File: config.mk
export PLATFORM = sky130hd
export DESIGN_NAME = ppool_ram
export DESIGN_NICKNAME = d
export VERILOG_FILES = /design/src/rtl/core/assert_macros.svh /design/src/rtl/core/ppool_ram.sv
export SDC_FILE = /design/constraint.sdc
export NUM_CORES = 1
export LEC_CHECK = 0
export BUFFER_PORTS_ARGS = -buffer_cell sky130_fd_sc_hd__buf_4
export CAP_MARGIN = 20
export CORE_ASPECT_RATIO = 1.1
export CORE_MARGIN = 8
export CORE_UTILIZATION = 67
export DETAILED_ROUTE_END_ITERATION = 8
export PLACE_DENSITY = 0.88
export SLEW_MARGIN = 10
export SYNTH_ARGS = -nofsm -noshare
export SYNTH_HDL_FRONTEND = slang
export SYNTH_SLANG_ARGS = --single-unit
File: constraint.sdc
create_clock -name aclk -period 2.6 [get_ports aclk]
set_input_delay 0.13 -clock aclk [delete_from_list [all_inputs] [get_ports aclk]]
set_output_delay 0.13 -clock aclk [all_outputs]
set_load 0.01 [all_outputs]
File: src/rtl/core/assert_macros.svh
// assertion macros shared by the particle pool rtl
// no dependencies; aclk and aresetn must exist where used
`ifndef ASSERT_MACROS_SVH
`define ASSERT_MACROS_SVH
`ifndef ASSERT_OFF
`define ASSERT_ALWAYS(label, expr) \
    label: assert property (@(posedge aclk) disable iff (!aresetn) (expr)) \
        else $error("assertion failed");
`define ASSERT_IMPLY(label, pre, post) \
    label: assert property (@(posedge aclk) disable iff (!aresetn) (pre) |-> (post)) \
        else $error("assertion failed");
`else
`define ASSERT_ALWAYS(label, expr)
`define ASSERT_IMPLY(label, pre, post)
`endif
`endif

File: src/rtl/core/ppool_ram.sv
// generic single write port, single read port ram with registered read
// no dependencies
module ppool_ram #(
    parameter int WIDTH = 8,
    parameter int DEPTH = 64
) (
    input  logic                                  aclk,
    input  logic                                  we,
    input  logic [(DEPTH > 1 ? $clog2(DEPTH) : 1)-1:0] waddr,
    input  logic [WIDTH-1:0]                      wdata,
    input  logic [(DEPTH > 1 ? $clog2(DEPTH) : 1)-1:0] raddr,
    output logic [WIDTH-1:0]                      rdata
);
    logic [WIDTH-1:0] mem [DEPTH];

    always_ff @(posedge aclk) begin
        if (we) mem[waddr] <= wdata;
        rdata <= mem[raddr];
    end
endmodule

# Word-level counts from Yosys, hierarchy flattened
# Memory sizes are Yosys's and may differ from the RTL's. A register that Yosys moved wholly into a read port is not among the register bits.
# Cells that the tools add are included.
totals:
  mem_count: 1
  elab_cells: 3
  mem_bits_rw: 512
  regBits: 0
  out_inout_bits: 8
  in_bits: 22
classes:
  n_mux: 2
memory_table:
  columns: ["name", "depth", "word_bits", "read_ports", "rd_clocked_by_memory_dff", "write_ports", "line", "source"]
  rows:
  - ["mem", 64, 8, 1, 1, 1, "ppool_ram.sv:14", "logic [WIDTH-1:0] mem [DEPTH];"]
op_table:
  columns: ["op", "n"]
  rows:
  - ["2-to-1 mux 1 bit", 2]

# Longest topological paths before layout
depth:
  depth_word: 2
  ltp_mapped: 9
  mapped_depth_nobuf: 5

# Least setup slack after synthesis
# OpenSTA, ideal clock, no wires.
synth_timing:
  path_type: "input to register"
  startpoint: "in raddr[1] in the netlist's numbering"
  endpoint: "reg rdata[3] (read register of mem)"
  arrival_time_ps: 1670
  path_buffers: 3
  path_stages: 7
  slack_ps: 802
  path_cell_list: "buf_4 > buf_2 > buf_2 > mux4_2 > mux4_2 > o21ai_1 > o41ai_1"
synth_rtl:
  columns: ["item", "line", "source"]
  rows:
  - ["start, declared", "ppool_ram.sv:11", "input logic [(DEPTH > 1 ? $clog2(DEPTH) : 1)-1:0] raddr,"]
  - ["end, declared", "ppool_ram.sv:12", "output logic [WIDTH-1:0] rdata"]

==> results.json <==
{
  "drc": 0,
  "grt_pass1_wl_mm": 71.38,
  "drive_gt1_share_pct": 30.38,
  "antenna_found_initial": 0,
  "slowest_delay_ps": 490,
  "synthToLayoutAreaGrowth_pct": 13.42,
  "fin_crit_sh_pct": 85.59,
  "skew_ps": 19.74,
  "cp_top_family": "multiplexers",
  "cts_tree": "built",
  "max_freq_mhz": 449.4,
  "worst_pin_slew_ps": 778.4,
  "grt_pass1_vias": 10880,
  "die_y_um": 198.0,
  "peakVddDrop_uv": 517.2,
  "hold_class": "input port to flip-flop",
  "setup_tns_ps": 0,
  "clockRootBuffer": "clkbuf_16",
  "io_buffers": 29,
  "cts_resized": 0,
  "p_total_mw": 17.22,
  "ios": 30,
  "pwr_density_cell_mw_per_mm2": 753.0,
  "worstPathRequired_ps": 3020,
  "period_needed_ps": 2225,
  "critPathSlowestCell": "nor3_1",
  "clk_latency_ps": 550,
  "cts_buffers": 47,
  "ys_seq_elements": 520,
  "overflow": 0,
  "r2r_slack_ps": 370,
  "synth_flop_cell": "edfxtp_1",
  "dp_hpwl_mm": 27.31,
  "drt-total-wl_mm": 47.93,
  "rsz0062_at_grt": "false",
  "nets": 1082,
  "path_max_fanout": 1,
  "num_rows": 66,
  "num_vias": 10600,
  "final_common_cell": "edfxtp_1",
  "ctsHtreeMaxLevel": 2,
  "ctsHoldBuffers": 1,
  "antenna_left": 0,
  "antenna_cells_inserted": 0,
  "slew_headroom_pct": 48.10,
  "synth_edf_count": 512,
  "synthArstFlopShare_pct": 0,
  "worstPathArrival_ps": 2650,
  "routed_via_density": 7.209,
  "clkTransAtPathRegs_ps": 70,
  "syn_inst": 940,
  "worstPathCellList": "mux4_2 -> mux2_2 -> o221a_2 -> nor3_1 -> o32ai_1",
  "postCtsSetupRepairBufs": 0,
  "endpoint_kind": "flip-flop",
  "place_congestion": 0.8487,
  "avgSynthCellArea_um2": 21.45,
  "ys_warn_count": 0,
  "syn_nets": 962,
  "drt-initial-drc-count": 1802,
  "dieArea_mm2": 0.03591,
  "clk_path_buf_depth": 3,
  "critPathLaunchType": "flip-flop",
  "p_leak_nw": 7.361,
  "maxSlewViolCount": 0,
  "run_status": "complete, no violations",
  "ys_types": 40,
  "drt-pass1-iter-count": 6,
  "final_cell_mix": "edfxtp_1 (512), mux4_2 (126), buf_4 (114)",
  "grtUsageTotal_pct": 27.18,
  "die_w_um": 181.4,
  "synth-seq-area-share_pct": 77.03,
  "core-area_mm2": 0.02965,
  "grt_max_degree": 65,
  "cts_sinks": 520,
  "synth.cell_area_mm2": 0.02017,
  "hold_viol_final": 0,
  "fin_util_pct": 77.15,
  "crit_type": "flip-flop to flip-flop",
  "cap_violations": 0,
  "worst-path-buf-inv": 0,
  "setup_viol": 0,
  "avgRoutedWirePerCell_um": 32.60,
  "initial_core_util_pct": 68.03
}
==> cell type report <==
type                    count  area (um^2)
flip-flops and latches    520        15530
fillers                  1323         6773
multi-input cells         369         4315
clock buffers              55         1249
repair buffers            122        999.7
well taps                 374        467.9
clock inverters            30        306.5
==> logic make-up after synthesis <==
logic type             after synthesis  share of synthesized area [%]
muxes                              162                          15.94
and+or+nand+nor                    153                          3.387
buffers and inverters               51                          1.570
DFF                                520                          77.03
AOI/OAI and AO/OA                   54                          2.072
==> layer usage <==
layer | global-route usage [%] | wire length [um] | vias to the layer above
met4 | 11.43 | 2348 | 0
met2 | 44.58 | 23430 | 944
li1 | - | - | 4156
met5 | 0 | 0 | -
met3 | 5.445 | 5833 | 189
met1 | 35.79 | 16320 | 5308
==> synth_stat cells (3+ instances only) <==
cell       instances  area [um^2]
nand2_1           19        71.32
dfxtp_1            8        160.2
a21oi_1            3        15.01
nor3_1             7        35.03
o2bb2ai_1          3        26.28
nand3_1           13        65.06
nand3b_1           3        22.52
a221oi_1           6        52.55
mux4_2           126         2838
mux2i_1           23        230.2
nor2b_1           14        87.58
o22ai_1            8        50.05
a211oi_1           4        30.03
nand2b_1           7        43.79
buf_1              4        15.01
o2111ai_1          3        26.28
clkbuf_1          17        63.81
buf_2             11        55.05
buf_4             13        97.59
nor2_1            83        311.6
edfxtp_1         512        15370
buf_6              4        45.04
a22oi_1            3        22.52
mux2_2            13        146.4
o221ai_1           8        70.07
==> stage by stage <==
step                cells  cell area [um^2]  hold slack, ps  worst slack (ps)
finish               1470             22870           57.51             374.7
global route         1470             22870           65.72             340.5
CTS                  1470             22870           41.60             460.3
detailed placement   1384             21310           501.4             257.4
global placement     1384             21310           489.8             268.4
floorplan             940             20170           228.9             802.3
==> worst paths after layout <==
path / start / end / cells past startpoint
setup / recovery: mem[21][4] / rdata[4] / 5
hold / removal: waddr[1] / mem[48][1] / 2
setup reg to reg: mem[21][4] / rdata[4] / 5
hold reg to reg: mem[6][7] / rdata[7] / 4
==> where the power goes <==
group | leakage, nW | internal (mW) | switching (mW)
combinational | 1.93 | 0.357 | 0.564
sequential | 4.67 | 9.28 | 0.0355
clock | 0.753 | 4.04 | 2.96
total | 7.36 | 13.7 | 3.55
==> sequential cells by signal (all words and copies together), names as in the netlist <==
signal  cells
mem       512
rdata       8
(Power assumes the default switching activity.)
