**src/rtl/core/assert_macros.svh**
```systemverilog
// assertion macros shared by the particle pool rtl
// no dependencies; aclk and aresetn must exist where used
`ifndef ASSERT_MACROS_SVH
`define ASSERT_MACROS_SVH
`ifndef ASSERT_OFF
`define ASSERT_ALWAYS(label, expr) \
    label: assert property (@(posedge aclk) disable iff (!aresetn) (expr)) \
        else $error("assertion failed");
`define ASSERT_IMPLY(label, pre, post) \
    label: assert property (@(posedge aclk) disable iff (!aresetn) (pre) |-> (post)) \
        else $error("assertion failed");
`else
`define ASSERT_ALWAYS(label, expr)
`define ASSERT_IMPLY(label, pre, post)
`endif
`endif

```
**src/rtl/core/ppool_pkg.sv**
```systemverilog
// particle pool package: entry type, codes, fixed point helpers, sine table builder
// no dependencies
package ppool_pkg;

    localparam int POOL_SIZE_DEF = 64;
    localparam int CNT_W = 7;
    localparam int SLOT_W = 6;
    localparam int LIFE_W = 21;
    localparam int LIFETIME_W = 20;
    localparam int GRAV_W = 21;
    localparam int FT_W = 16;
    localparam int SIN_N = 91;
    localparam int CFG_W = 21;

    localparam logic [1:0] CFG_ANIM = 2'd0;
    localparam logic [1:0] CFG_LIFETIME = 2'd1;
    localparam logic [1:0] CFG_GRAVITY = 2'd2;

    localparam logic [1:0] KIND_SPAWN = 2'd0;
    localparam logic [1:0] KIND_REPORT = 2'd1;
    localparam logic [1:0] KIND_EMPTY = 2'd2;

    localparam logic [1:0] STAT_OK = 2'd0;
    localparam logic [1:0] STAT_FULL = 2'd1;
    localparam logic [1:0] STAT_OFF = 2'd2;

    typedef struct packed {
        logic signed [23:0] px;
        logic signed [23:0] py;
        logic signed [23:0] vx;
        logic signed [23:0] vy;
        logic [LIFE_W-1:0]  life;
        logic [31:0]        rgba;
    } particle_t;

    typedef struct packed {
        logic       neg;
        logic [6:0] q;
    } fold_t;

    function automatic logic signed [23:0] sat24(input logic signed [26:0] v);
        if (v > 27'sd8388607) return 24'sh7fffff;
        if (v < -27'sd8388608) return 24'sh800000;
        return v[23:0];
    endfunction

    // round to nearest, ties away from zero, shift by 16
    function automatic logic signed [25:0] round16(input logic signed [40:0] p);
        logic [40:0] mag;
        logic [40:0] r;
        mag = p[40] ? 41'(-p) : p;
        r = (mag + 41'd32768) >> 16;
        return p[40] ? -$signed(26'(r)) : $signed(26'(r));
    endfunction

    function automatic logic [8:0] mod360(input logic [9:0] v);
        return (v >= 10'd360) ? 9'(v - 10'd360) : v[8:0];
    endfunction

    function automatic fold_t fold_angle(input logic [8:0] a);
        fold_t f;
        if (a <= 9'd90) begin
            f.neg = 1'b0; f.q = a[6:0];
        end else if (a <= 9'd180) begin
            f.neg = 1'b0; f.q = 7'(9'd180 - a);
        end else if (a <= 9'd270) begin
            f.neg = 1'b1; f.q = 7'(a - 9'd180);
        end else begin
            f.neg = 1'b1; f.q = 7'(9'd360 - a);
        end
        return f;
    endfunction

    // shift and subtract quotient, used only while building the table
    function automatic longint unsigned udiv64(input longint unsigned n,
                                               input longint unsigned d);
        longint unsigned q;
        longint unsigned rem;
        q = '0;
        rem = '0;
        for (int b = 63; b >= 0; b--) begin
            rem = {rem[62:0], n[b]};
            if (rem >= d) begin
                rem = rem - d;
                q[b] = 1'b1;
            end
        end
        return q;
    endfunction

    // quarter sine magnitudes in q15 from a taylor series in q30
    function automatic logic [SIN_N*16-1:0] build_sin_rom();
        logic [SIN_N*16-1:0] rom;
        longint unsigned x;
        longint unsigned x2;
        longint unsigned t;
        longint unsigned s;
        rom = '0;
        for (int d = 0; d < SIN_N; d++) begin
            x = longint'(d) * 64'd18740330;
            x2 = (x * x) >> 30;
            t = x;
            s = x;
            for (int k = 1; k <= 6; k++) begin
                t = udiv64((t * x2) >> 30, 64'((2 * k) * (2 * k + 1)));
                if ((k & 1) != 0) s = s - t;
                else s = s + t;
            end
            s = (s + 64'd16384) >> 15;
            if (s > 64'd32768) s = 64'd32768;
            rom[d*16 +: 16] = s[15:0];
        end
        return rom;
    endfunction

endpackage

```
**src/rtl/core/ppool_div.sv**
```systemverilog
// restoring divider for the alpha fade, one quotient bit per cycle, 8 bit quotient
// uses ppool_pkg for widths
module ppool_div
    import ppool_pkg::*;
(
    input  logic                  aclk,
    input  logic                  aresetn,
    input  logic                  start,
    input  logic [27:0]           dividend,
    input  logic [LIFETIME_W-1:0] divisor,
    output logic                  done,
    output logic [7:0]            quot
);
    logic        busy_reg;
    logic        done_reg;
    logic [2:0]  step_reg;
    logic [27:0] rem_reg;
    logic [7:0]  q_reg;
    logic [27:0] dshift;

    assign dshift = 28'(divisor) << step_reg;
    assign done = done_reg;
    assign quot = q_reg;

    always_ff @(posedge aclk) begin
        if (!aresetn) begin
            busy_reg <= 1'b0;
            done_reg <= 1'b0;
        end else begin
            done_reg <= 1'b0;
            if (start) begin
                busy_reg <= 1'b1;
                step_reg <= 3'd7;
                rem_reg <= dividend;
                q_reg <= '0;
            end else if (busy_reg) begin
                if (rem_reg >= dshift) begin
                    rem_reg <= rem_reg - dshift;
                    q_reg[step_reg] <= 1'b1;
                end
                step_reg <= step_reg - 3'd1;
                if (step_reg == 3'd0) begin
                    busy_reg <= 1'b0;
                    done_reg <= 1'b1;
                end
            end
        end
    end
endmodule

```
**config.mk**
```make
export PLATFORM = sky130hd
export DESIGN_NAME = ppool_div
export DESIGN_NICKNAME = d
export VERILOG_FILES = /design/src/rtl/core/assert_macros.svh /design/src/rtl/core/ppool_pkg.sv /design/src/rtl/core/ppool_div.sv
export SDC_FILE = /design/constraint.sdc
export NUM_CORES = 1
export LEC_CHECK = 0
export ABC_CLOCK_PERIOD_IN_PS = 5600
export BUFFER_PORTS_ARGS = -buffer_cell sky130_fd_sc_hd__buf_2
export CAP_MARGIN = 40
export CORE_ASPECT_RATIO = 2
export CORE_MARGIN = 1
export CORE_UTILIZATION = 59
export CTS_BUF_LIST = sky130_fd_sc_hd__clkbuf_8 sky130_fd_sc_hd__clkbuf_16
export CTS_CLUSTER_SIZE = 40
export DETAILED_ROUTE_END_ITERATION = 6
export PLACE_DENSITY = 0.92
export SLEW_MARGIN = 20
export SYNTH_ARGS = -nofsm -noshare
export SYNTH_HDL_FRONTEND = slang
export SYNTH_SLANG_ARGS = --single-unit
```
**constraint.sdc**
```tcl
create_clock -name aclk -period 5.6 [get_ports aclk]
set_clock_uncertainty 0.05 [all_clocks]
set_input_delay 0.56 -clock aclk [delete_from_list [all_inputs] [get_ports aclk]]
set_output_delay 0.56 -clock aclk [all_outputs]
set_load 0.02 [all_outputs]
```
# After elaboration in Yosys (flattened, before gate mapping)
# Index checks and enable logic that the tools add are counted.
[totals] ff_bits=41 input_bits=51 out_inout_bits=9
[op_classes] addsub=2 order_cmp=3 n_shift=1 muxes=12 n_bitwise=3 reduce_logical=7
[ops] cell="$mux 28" count=3
[ops] cell="$ge 28x28->1" count=1
[ops] cell="$shl 20x3->28" count=1
[ops] cell="$sub 28x28->28" count=1
[ops] cell="$mux 8" count=2
[ops] cell="$or 8x8->8" count=1
[ops] cell="$mux 1" count=5
[ops] cell="$lt 3x4->1 const B" count=1
[ops] cell="$reduce_bool 2->1" count=2
[ops] cell="$demux 1 s3" count=1
[ops] cell="$ge 3x1->1 const B" count=1
[ops] cell="$logic_not 3->1" count=1
[ops] cell="$mux 3" count=1
[ops] cell="$reduce_and 3->1" count=1
[ops] cell="$reduce_or 3->1" count=1
[ops] cell="$sub 3x1->3 const B" count=1
[ops] cell="$not 1->1" count=2
[ops] cell="$reduce_and 2->1" count=1
[ops] cell="$logic_and 1x1->1" count=1

# Longest topological paths before layout
# Gate-level depths: netlist (run 1).
[depth] depth_word=7 mapped_depth=16 mapped_depth_nobuf=12

# Worst setup path after synthesis (run 1)
# OpenSTA, ideal clock, no wires.
[synth_timing] path_kind="reg-to-reg" startpoint="register step_reg[0]" endpoint="register q_reg[0], in the netlist quot[0], enable pin" arrival_time_ns=4.572 slack_ns=0.537 stages_incl_launch_ff=15 n_path_buf=4 path_cell_list="edfxtp_1 buf_2 buf_2 buf_2 buf_2 nor3_1 ha_1 fa_1 nor2b_1 o31a_1 nor2_4 o21ai_4 a31o_4 nand3_1 a21oi_1"
[synth_between] elab_chain_cells=4
[synth_lines] item="start: declaration" line="ppool_div.sv:16" source="logic [2:0] step_reg;"
[synth_lines] item="start signal: assignment" line="ppool_div.sv:41" source="step_reg <= step_reg - 3'd1;"
[synth_lines] item="$shl 20x3->28" line="ppool_div.sv:21" source="assign dshift = 28'(divisor) << step_reg;"
[synth_lines] item="$ge 28x28->1" line="ppool_div.sv:37" source="if (rem_reg >= dshift) begin"
[synth_lines] item="$reduce_bool 2->1 (no line)"
[synth_lines] item="$reduce_and 3->1 (no line)"
[synth_lines] item="end signal: assignment" line="ppool_div.sv:35" source="q_reg <= '0;"
[synth_lines] item="end signal: indexed assignment" line="ppool_div.sv:39" source="q_reg[step_reg] <= 1'b1;"
[synth_lines] item="end: declaration" line="ppool_div.sv:18" source="logic [7:0] q_reg;"
# Every way passes these cells.
# A chain may end at the register's enable or synchronous reset.

# Worst setup path after layout (run 1)
[layout_timing] startpoint="register step_reg[1]" endpoint="register q_reg[0], in the netlist quot[0], enable pin"
# Same word-level chain as after synthesis.

==> metrics.md, run 1 <==
| Metric | Value |
|---|---|
| Via density | `6.65` |
| Die Span X | `60.9 um` |
| Total Routing Usage GR | `38.1%` |
| Data arrival, critical path | `between 4 and 5 ns` |
| Primary FF master, synth | `edfxtp_1` |
| Hold slack | `approximately 0.46 ns` |
| Post-DRT Antenna Nets | `0` |
| Crit Path Max Fanout | `22` |
| Die H | `120 um` |
| DR vias | `just under 4000` |
| Max reg flops | `28` |
| Req. time, crit path | `5.60 ns` |
| Fill count | `between 500 and 600` |
| Longest Clk Path Bufs | `2` |
| DRT Pass-1 Iters | `7` |
| Layout Cells excl Fill | `580` |
| Yosys reg bits | `41` |
| Post-CTS setup buffers | `0` |
| Critical Path Source | `step_reg[1]$_SDFFCE_PP1P_` |
| Hold Crit Start | `busy_reg$_SDFF_PN0_` |
| WL/cell | `~22 um` |
| Vias in the first global route | `3904` |
| Crit-path cells | `buf_4 > nor2b_1 > a211oi_1 > a21oi_1 > mux2i_1 > ha_1 > nand2_1 > nor2_1 > a31oi_1 > o21ai_0 > a2111oi_0 > a21oi_4 > buf_12` |
| Layout Area Growth over Synthesis | `12.6%` |
| Antenna Cells | `0` |
| WL final | `12.7 mm` |
| Max Freq | `~220 MHz` |
| RSZ-0062 raised after global routing | `no` |
| Leakage | `1.93 nW` |
| MaxCap Viol Count | `0` |
| Port buffer count | `59` |
| Row count | `42` |
| Cells after DPL | `between 500 and 600` |
| Netlist Area Pre-Place | `~4000 um^2` |
| Slowest stage cell, crit path | `a2111oi_0` |
| GPL Wtd Cong | `0.896` |
| Grt ovf | `0` |
| TritonCTS clock tree | `done` |
| Residual DRC count | `0` |
| Fraction of registers with async set/reset | `0%` |
| H-tree depth | `2` |
| CTS buffer count | `5` |
| Hold buffers post-CTS | `0` |
| Synth cell types | `61` |
| Count leader, synth | `nand2_1` |
| Synth warnings | `0` |
| Max incr delay on CP | `0.72 ns` |
| Cells after Synth | `448` |
| Max Slew Vio Count | `0` |
| Clock sinks | `41` |
| Top cell type by total area after synthesis | `edfxtp_1` |
| Post-synth EDFFs | `39` |
| Worst reg2reg path depth | `13` |
| Initial cell density of the core | `61.4%` |
| Iteration-0 DRC Markers | `306` |
| Clk slew on worst S/H paths | `0.06 ns` |
| Final min period | `4.58 ns` |
| Ratio of cells with drive above 1 in the final layout | `22.4%` |
| Initial antenna violation count | `0` |
| Class of the worst hold path | `reg -> reg` |
| Synth top area share | `28.6%` |
| Clk_lat worst skew | `0.30 ns` |
| Post-layout net count | `around 570` |
| First-pass GRT wire length | `between 15 and 20 mm` |
| Die area | `approximately 7300 um^2` |
| Final hold viol count | `0` |
| Critical path class | `reg -> reg` |
| Largest cells by area after synthesis | `edfxtp_1 29%, ha_1 8.9%, mux4_2 7.7%` |
| Worst-Margin Slew | `0.850 ns` |
| Top cells by count, synth | `56 x nand2_1, 39 x a21oi_1, 39 x edfxtp_1, 31 x o21ai_0, 30 x nor2_1` |
| Total power | `1.35 mW` |
| Reg2Reg Setup Slack | `1.02 ns` |
| Core area | `6670 um^2` |
| Mean Syn Cell Area | `9.14 um^2` |
| Status | `complete, no violations` |
| Maximum vdd drop | `182 uV` |
| Fin crit share | `81.7%` |
| Worst Hold Depth | `1` |
| Syn Nets | `between 500 and 600` |
| Setup TNS | `0 ns` |
| Post-CTS sizing | `0` |
| Detail Placement HPWL | `9.50 mm` |
| Setup violators final | `0` |
| PwrDens | `between 200 and 300 nW/um^2` |
| Register area share after synthesis | `between 20% and 30%` |
| Relative slew slack | `a little over two fifths` |
| Largest net degree at the start of global routing | `65` |
| Root Buffer | `clkbuf_16` |
| Kind of end point of the critical path | `register` |
| I/O Pins | `60` |
| Critical path launch point type | `register` |
| Reg-to-Reg Start | `step_reg[1]$_SDFFCE_PP1P_` |
-- where the power goes --
group          internal, mW  switching (mW)
registers             0.384          0.0194
clock network         0.211           0.138
logic                 0.235           0.364
-- cells by family after synthesis --
logic type / after synthesis / share of synthesized area (%)
xor gates and xnor gates: 20 / 4.28
adders and majority gates: 30 / 9.35
muxes: 36 / 13.2
DFF: 41 / 29.6
buffers and inverters: 42 / 4.16
AOI/OAI and AO/OA: 139 / 23.0
and+or+nand+nor: 140 / 16.5
-- per-stage QoR --
step | setup WS (ns) | area [um^2] | utilization, %
final | 1.02 | 4610 | 69.1
after CTS | 1.22 | 4610 | 69.1
after floorplan | 0.537 | 4100 | -
after global routing | 0.789 | 4610 | 69.1
after global placement | 1.45 | 4440 | 66.5
after detailed placement | 1.25 | 4440 | 66.5
-- worst max-delay path: cells and delay by family (launching register included) --
family / cells / cell delay [ns]
AND/OR/NAND/NOR: 3 / 0.31
buffers and inverters: 2 / 0.63
flip-flops: 1 / 0.71
AO/OA/AOI/OAI: 6 / 1.71
adder cells (fa/ha/maj): 1 / 0.43
multiplexers: 1 / 0.46
-- cells in the final DEF, fill, tap and decap left out, drive strengths merged, types with 9 or more instances in the layout --
master,n
ha,29
edfxtp,39
buf,63
a31oi,10
xor2,11
nand3,14
o21ai,38
mux2i,19
nand2,56
a21oi,43
nor2,31
inv,15
mux4,14
xnor2,9
a21o,11
and3,13
-- area by class of cell --
type | instances | area, um^2 | area share [%]
multi-input cells | 365 | 2730 | 59.1
clock inverters | 3 | 46.3 | 1.00
repair buffers | 63 | 338 | 7.33
clock buffers | 5 | 125 | 2.71
flip-flops and latches | 41 | 1210 | 26.3
well taps | 88 | 110 | 2.39
inverters | 15 | 56.3 | 1.22
-- routing by layer --
layer	vias up	part of all wire (%)	global-route usage (%)
met5	-	0	0
met2	186	55	66.9
met1	1822	31	36.9
met3	74	4.9	6.79
li1	1777	-	-
met4	0	8.6	28.6
-- path summary, 6_finish.rpt --
kind                                end
hold reg to reg         done$_SDFF_PP0_
setup reg to reg  quot[0]$_SDFFCE_PP0P_
setup / recovery  quot[0]$_SDFFCE_PP0P_
hold / removal          done$_SDFF_PP0_
No activity file was read; power rests on OpenSTA's default activity.
==> run 2, diff against run 1 <==
--- a/config.mk
+++ b/config.mk
@@ -5,16 +5,16 @@
 export SDC_FILE = /design/constraint.sdc
 export NUM_CORES = 1
 export LEC_CHECK = 0
-export ABC_CLOCK_PERIOD_IN_PS = 5600
+export ABC_CLOCK_PERIOD_IN_PS = 4200
 export BUFFER_PORTS_ARGS = -buffer_cell sky130_fd_sc_hd__buf_2
 export CAP_MARGIN = 40
 export CORE_ASPECT_RATIO = 2
 export CORE_MARGIN = 1
-export CORE_UTILIZATION = 59
+export CORE_UTILIZATION = 53
 export CTS_BUF_LIST = sky130_fd_sc_hd__clkbuf_8 sky130_fd_sc_hd__clkbuf_16
 export CTS_CLUSTER_SIZE = 40
 export DETAILED_ROUTE_END_ITERATION = 6
-export PLACE_DENSITY = 0.92
+export PLACE_DENSITY = 0.88
 export SLEW_MARGIN = 20
 export SYNTH_ARGS = -nofsm -noshare
 export SYNTH_HDL_FRONTEND = slang
==> constraint.sdc (replaced) <==
create_clock -name aclk -period 4.2 [get_ports aclk]
set_clock_uncertainty 0.05 [all_clocks]
set_input_delay 0.42 -clock aclk [delete_from_list [all_inputs] [get_ports aclk]]
set_output_delay 0.42 -clock aclk [all_outputs]
set_load 0.02 [all_outputs]
==> metrics.md, run 2 (synthesized netlist as in run 1, its figures left out) <==
| Metric | Value |
|---|---|
| Status | `complete, no violations` |
| Req. time, crit path | `4.20 ns` |
| Max Slew Vio Count | `0` |
| Max reg flops | `28` |
| Row count | `45` |
| Vias in the first global route | `3818` |
| Root Buffer | `clkbuf_16` |
| Design area | `approximately 4800 um^2` |
| Dpl ws | `0.130 ns` |
| WL final | `about 12 mm` |
| DRT Pass-1 Iters | `5` |
| Data arrival, critical path | `3.93 ns` |
| Longest Clk Path Bufs | `2` |
| Core area | `7540 um^2` |
| Crit-path cells | `buf_4 > mux4_2 > mux2i_1 > ha_1 > nand2_1 > nor2_1 > a31oi_1 > o21ai_0 > a2111oi_1 > a21oi_4 > buf_12 > buf_12` |
| Cells after DPL | `588` |
| Initial cell density of the core | `54.3%` |
| Delay-heaviest family, CP | `compound AO/OA/AOI/OAI gates` |
| Die H | `126 um` |
| Initial antenna violation count | `0` |
| Port buffer count | `59` |
| Final min period | `around 4 ns` |
| MaxCap Viol Count | `0` |
| Via density | `6.45` |
| Leakage | `2.03 nW` |
| Setup TNS | `0 ns` |
| CTS buffer count | `5` |
| Ratio of cells with drive above 1 in the final layout | `25.0%` |
| I/O Pins | `60` |
| TritonCTS clock tree | `done` |
| Detail Placement HPWL | `9.55 mm` |
| Relative slew slack | `a little over half` |
| Total Routing Usage GR | `between 30% and 40%` |
| Iteration-0 DRC Markers | `231` |
| First-pass GRT wire length | `18.5 mm` |
| Critical path launch point type | `register` |
| Layout Cells excl Fill | `approximately 600` |
| Kind of end point of the critical path | `register` |
| Antenna Cells | `0` |
| Post-DRT Antenna Nets | `0` |
| Setup ws final | `roughly 0.27 ns` |
| Commonest non-fill, non-tap cell in the layout | `buf_2` |
| Most used cell along the critical path | `buf_12` |
| Clk slew on worst S/H paths | `0.06 ns` |
| Max Freq | `254 MHz` |
| Slowest stage cell, crit path | `edfxtp_1` |
| Area after DPL | `4540 um^2` |
| H-tree depth | `2` |
| Die area | `between 8000 and 9000 um^2` |
| PwrDens | `383 nW/um^2` |
| DR vias | `3890` |
| Largest net degree at the start of global routing | `56` |
| Crit Path Max Fanout | `21` |
| Most frequent cells in the layout | `59 x buf_2, 56 x nand2_1, 39 x edfxtp_1` |
| Clock sinks | `41` |
| RSZ-0062 raised after global routing | `no` |
| Setup violators final | `0` |
| Final hold viol count | `0` |
| Post-layout net count | `589` |
| Worst-Margin Slew | `0.688 ns` |
| Clk_lat worst skew | `0.30 ns` |
| Fin crit share | `93.6%` |
| Residual DRC count | `0` |
| Max incr delay on CP | `0.68 ns` |
| Final Core Density | `63.3%` |
| Critical path class | `reg -> reg` |
| Worst Path Buf+Inv | `3` |
| Maximum vdd drop | `285 uV` |
| GPL Wtd Cong | `1.05` |
| Grt ovf | `0` |
| Die Span X | `64.2 um` |
| Hold buffers post-CTS | `0` |
| Layout Area Growth over Synthesis | `16.7%` |
| WL/cell | `approximately 20 um` |
| Class of the worst hold path | `in -> reg` |
-- run 2: cell types whose count changed in the layout (fill, tap and decap cells not counted) --
cell	delta
clkinv_4	-1
a2111oi_1	+1
clkbuf_8	+1
a2111oi_0	-1
buf_12	+2
buf_4	+15
-- run 2: path summary, 6_finish.rpt --
path,start,endpoint,slack (ns),cells after the start
min reg2reg,busy_reg$_SDFF_PN0_,done$_SDFF_PP0_,0.43,1
min,aresetn,done$_SDFF_PP0_,0.32,2
max,step_reg[1]$_SDFFCE_PP1P_,quot[0]$_SDFFCE_PP0P_,0.27,12
max reg2reg,step_reg[1]$_SDFFCE_PP1P_,quot[0]$_SDFFCE_PP0P_,0.27,12
-- run 2: final cells by class --
type,instances,area [um^2]
fill,647,2770
multi-input combinational,365,2730
sequential,41,1210
timing repair buffer,80,490
clock buffer,6,139
tap,94,118
inverter,15,56.3
clock inverter,2,37.5
-- run 2: repair_timing --
action	CTS	global route
endpoints found under the setup margin	0	21
buffers inserted	0	7
gates resized for setup	0	1
-- run 2: power breakdown --
group	internal, mW	total, mW	switching [mW]	leakage (nW)
Sequential	0.513	0.536	0.0235	0.387
Combinational	0.340	0.825	0.484	1.56
Clock	0.297	0.471	0.174	0.0831
Total	1.15	1.83	0.682	2.03
-- run 2: stage by stage --
| step | hold WS, ns | power, mW |
|---|---|---|
| 4_1_cts | 0.325 | 1.81 |
| 6_report | 0.324 | 1.83 |
| 5_1_grt | 0.352 | 1.92 |
| 3_3_place_gp | 0.415 | 1.33 |
| 2_1_floorplan | 0.397 | 1.12 |
| 3_5_place_dp | 0.425 | 1.34 |
-- run 2: per-layer routing --
layer  GRT usage [%]  part of all wire [%]
met3            3.60                   4.3
met5               0                     0
met2            56.4                    55
met4            25.9                   8.7
met1            28.7                    32
==> run 3, diff against run 2 <==
--- a/config.mk
+++ b/config.mk
@@ -15,7 +15,6 @@
 export CTS_CLUSTER_SIZE = 40
 export DETAILED_ROUTE_END_ITERATION = 6
 export PLACE_DENSITY = 0.88
-export SLEW_MARGIN = 20
 export SYNTH_ARGS = -nofsm -noshare
 export SYNTH_HDL_FRONTEND = slang
 export SYNTH_SLANG_ARGS = --single-unit
==> constraint.sdc (replaced) <==
create_clock -name aclk -period 4.2 [get_ports aclk]
set_clock_uncertainty 0.05 [all_clocks]
set_input_delay 0.21 -clock aclk [delete_from_list [all_inputs] [get_ports aclk]]
set_output_delay 0.21 -clock aclk [all_outputs]
set_load 0.02 [all_outputs]
==> metrics.md, run 3 (synthesized netlist as in run 1, its figures left out) <==
| Metric | Value |
|---|---|
| First-pass GRT wire length | `19.2 mm` |
| Most used cell along the critical path | `buf_12` |
| Reg2Reg Setup Slack | `0.26 ns` |
| Data arrival, critical path | `slightly below 4 ns` |
| GPL Wtd Cong | `1.05` |
| Fill count | `634` |
| I/O Pins | `60` |
| Via density | `6.32` |
| Antenna Cells | `0` |
| Detail Placement HPWL | `9.57 mm` |
| Most frequent cells in the layout | `59 x buf_2, 56 x nand2_1, 39 x edfxtp_1` |
| Design area | `4780 um^2` |
| Clk_lat worst skew | `0.29 ns` |
| Clk slew on worst S/H paths | `0.06 ns` |
| Crit-path cells | `buf_12 > mux4_2 > mux2i_1 > ha_1 > nand2_1 > nor2_1 > a31oi_1 > o21ai_0 > a2111oi_1 > a21oi_4 > buf_12 > buf_12` |
| Relative slew slack | `a little over half` |
| DR vias | `3827` |
| Req. time, crit path | `4.20 ns` |
| Max reg flops | `28` |
| Largest net degree at the start of global routing | `56` |
| Core area | `about 7500 um^2` |
| Maximum vdd drop | `~220 uV` |
| Die area | `8100 um^2` |
| Layout Area Growth over Synthesis | `16.8%` |
| Grt ovf | `0` |
| Status | `complete, no violations` |
| Area after DPL | `between 4000 and 5000 um^2` |
| CTS buffer count | `5` |
| Initial antenna violation count | `0` |
| Longest Clk Path Bufs | `2` |
| Max Freq | `254 MHz` |
| Hold buffers post-CTS | `0` |
| MaxCap Viol Count | `0` |
| Crit Path Max Fanout | `35` |
| H-tree depth | `2` |
| Ratio of cells with drive above 1 in the final layout | `25.4%` |
| Total power | `1.79 mW` |
| Die Span X | `64.2 um` |
| Final Core Density | `around 63%` |
| Clock sinks | `41` |
| Post-layout net count | `592` |
| Setup violators final | `0` |
| Residual DRC count | `0` |
| Max incr delay on CP | `0.64 ns` |
| Post-DRT Antenna Nets | `0` |
| DRT Pass-1 Iters | `7` |
| Max Slew Vio Count | `0` |
| Fin crit share | `93.8%` |
| Iteration-0 DRC Markers | `263` |
| Total Routing Usage GR | `32.0%` |
| Die H | `126 um` |
| Row count | `45` |
| PwrDens | `around 370 nW/um^2` |
| Multi-input logic area | `2730 um^2` |
| Class of the worst hold path | `in -> reg` |
| Root Buffer | `clkbuf_16` |
| Worst-Margin Slew | `0.692 ns` |
| TritonCTS clock tree | `done` |
| WL final | `12.4 mm` |
| Commonest non-fill, non-tap cell in the layout | `buf_2` |
| Final hold viol count | `0` |
| Setup TNS | `0 ns` |
| Kind of end point of the critical path | `register` |
| Vias in the first global route | `3861` |
| Port buffer count | `59` |
| Critical path launch point type | `register` |
| Slowest stage cell, crit path | `a2111oi_1` |
| WL/cell | `20.5 um` |
| Storage cell area | `between 1000 and 1500 um^2` |
| Leakage | `just over 2 nW` |
| Initial cell density of the core | `54.3%` |
| Final min period | `3.94 ns` |
| RSZ-0062 raised after global routing | `no` |
| Critical path class | `reg -> reg` |
## run 3: final timing paths
kind / startpoint / endpoint / cells past startpoint
worst max-delay path: step_reg[0]$_SDFFCE_PP1P_ / quot[5]$_SDFFCE_PP0P_ / 12
worst min-delay path: aresetn / done$_SDFF_PP0_ / 2
worst max register to register: step_reg[0]$_SDFFCE_PP1P_ / quot[5]$_SDFFCE_PP0P_ / 12
worst min register to register: busy_reg$_SDFF_PN0_ / done$_SDFF_PP0_ / 1
## run 3: area by class of cell
type / count / share of cell area, %
inverters: 15 / 1.18
flip-flops and latches: 41 / 25.3
clock inverters: 1 / 0.105
repair buffers: 83 / 10.7
clock buffers: 7 / 3.19
well taps: 94 / 2.46
multi-input cells: 365 / 57.0
## run 3: power breakdown
part | leakage, nW | total [mW] | switching, mW | internal [mW]
Combinational | 1.57 | 0.834 | 0.492 | 0.342
Sequential | 0.387 | 0.536 | 0.0233 | 0.513
Clock | 0.0799 | 0.416 | 0.164 | 0.252
## run 3: metal layers
metal / part of all wire [%] / up-vias / routed length (um) / GRT usage [%]
met1: 32 / 1776 / 3920 / 29.6
met4: 8.7 / 0 / 1080 / 25.0
met3: 4.6 / 62 / 570 / 4.23
met2: 55 / 176 / 6820 / 60.5
li1: - / 1813 / - / -
met5: 0 / - / 0 / 0
## run 3: worst max-delay path: cells and delay by family, from the launching register on
kind                       cells  cell delay (ns)
AOI/OAI and AO/OA              4             1.08
adders and majority gates      1             0.41
muxes                          2             0.97
buffers and inverters          3             0.56
DFF                            1             0.37
and+or+nand+nor                2             0.22
## run 3: timing repair
item,CTS,global route
resized for setup,0,1
buffers inserted,0,10
setup endpoints to repair,0,36
## run 3: stage by stage
step | worst slack, ns | cells | hold WS (ns)
after floorplan | 0.266 | 448 | 0.313
after global placement | 0.203 | 588 | 0.408
after detailed placement | 0.130 | 588 | 0.411
after CTS | 0.0859 | 596 | 0.114
after global routing | 0.0847 | 606 | 0.133
final | 0.260 | 606 | 0.115
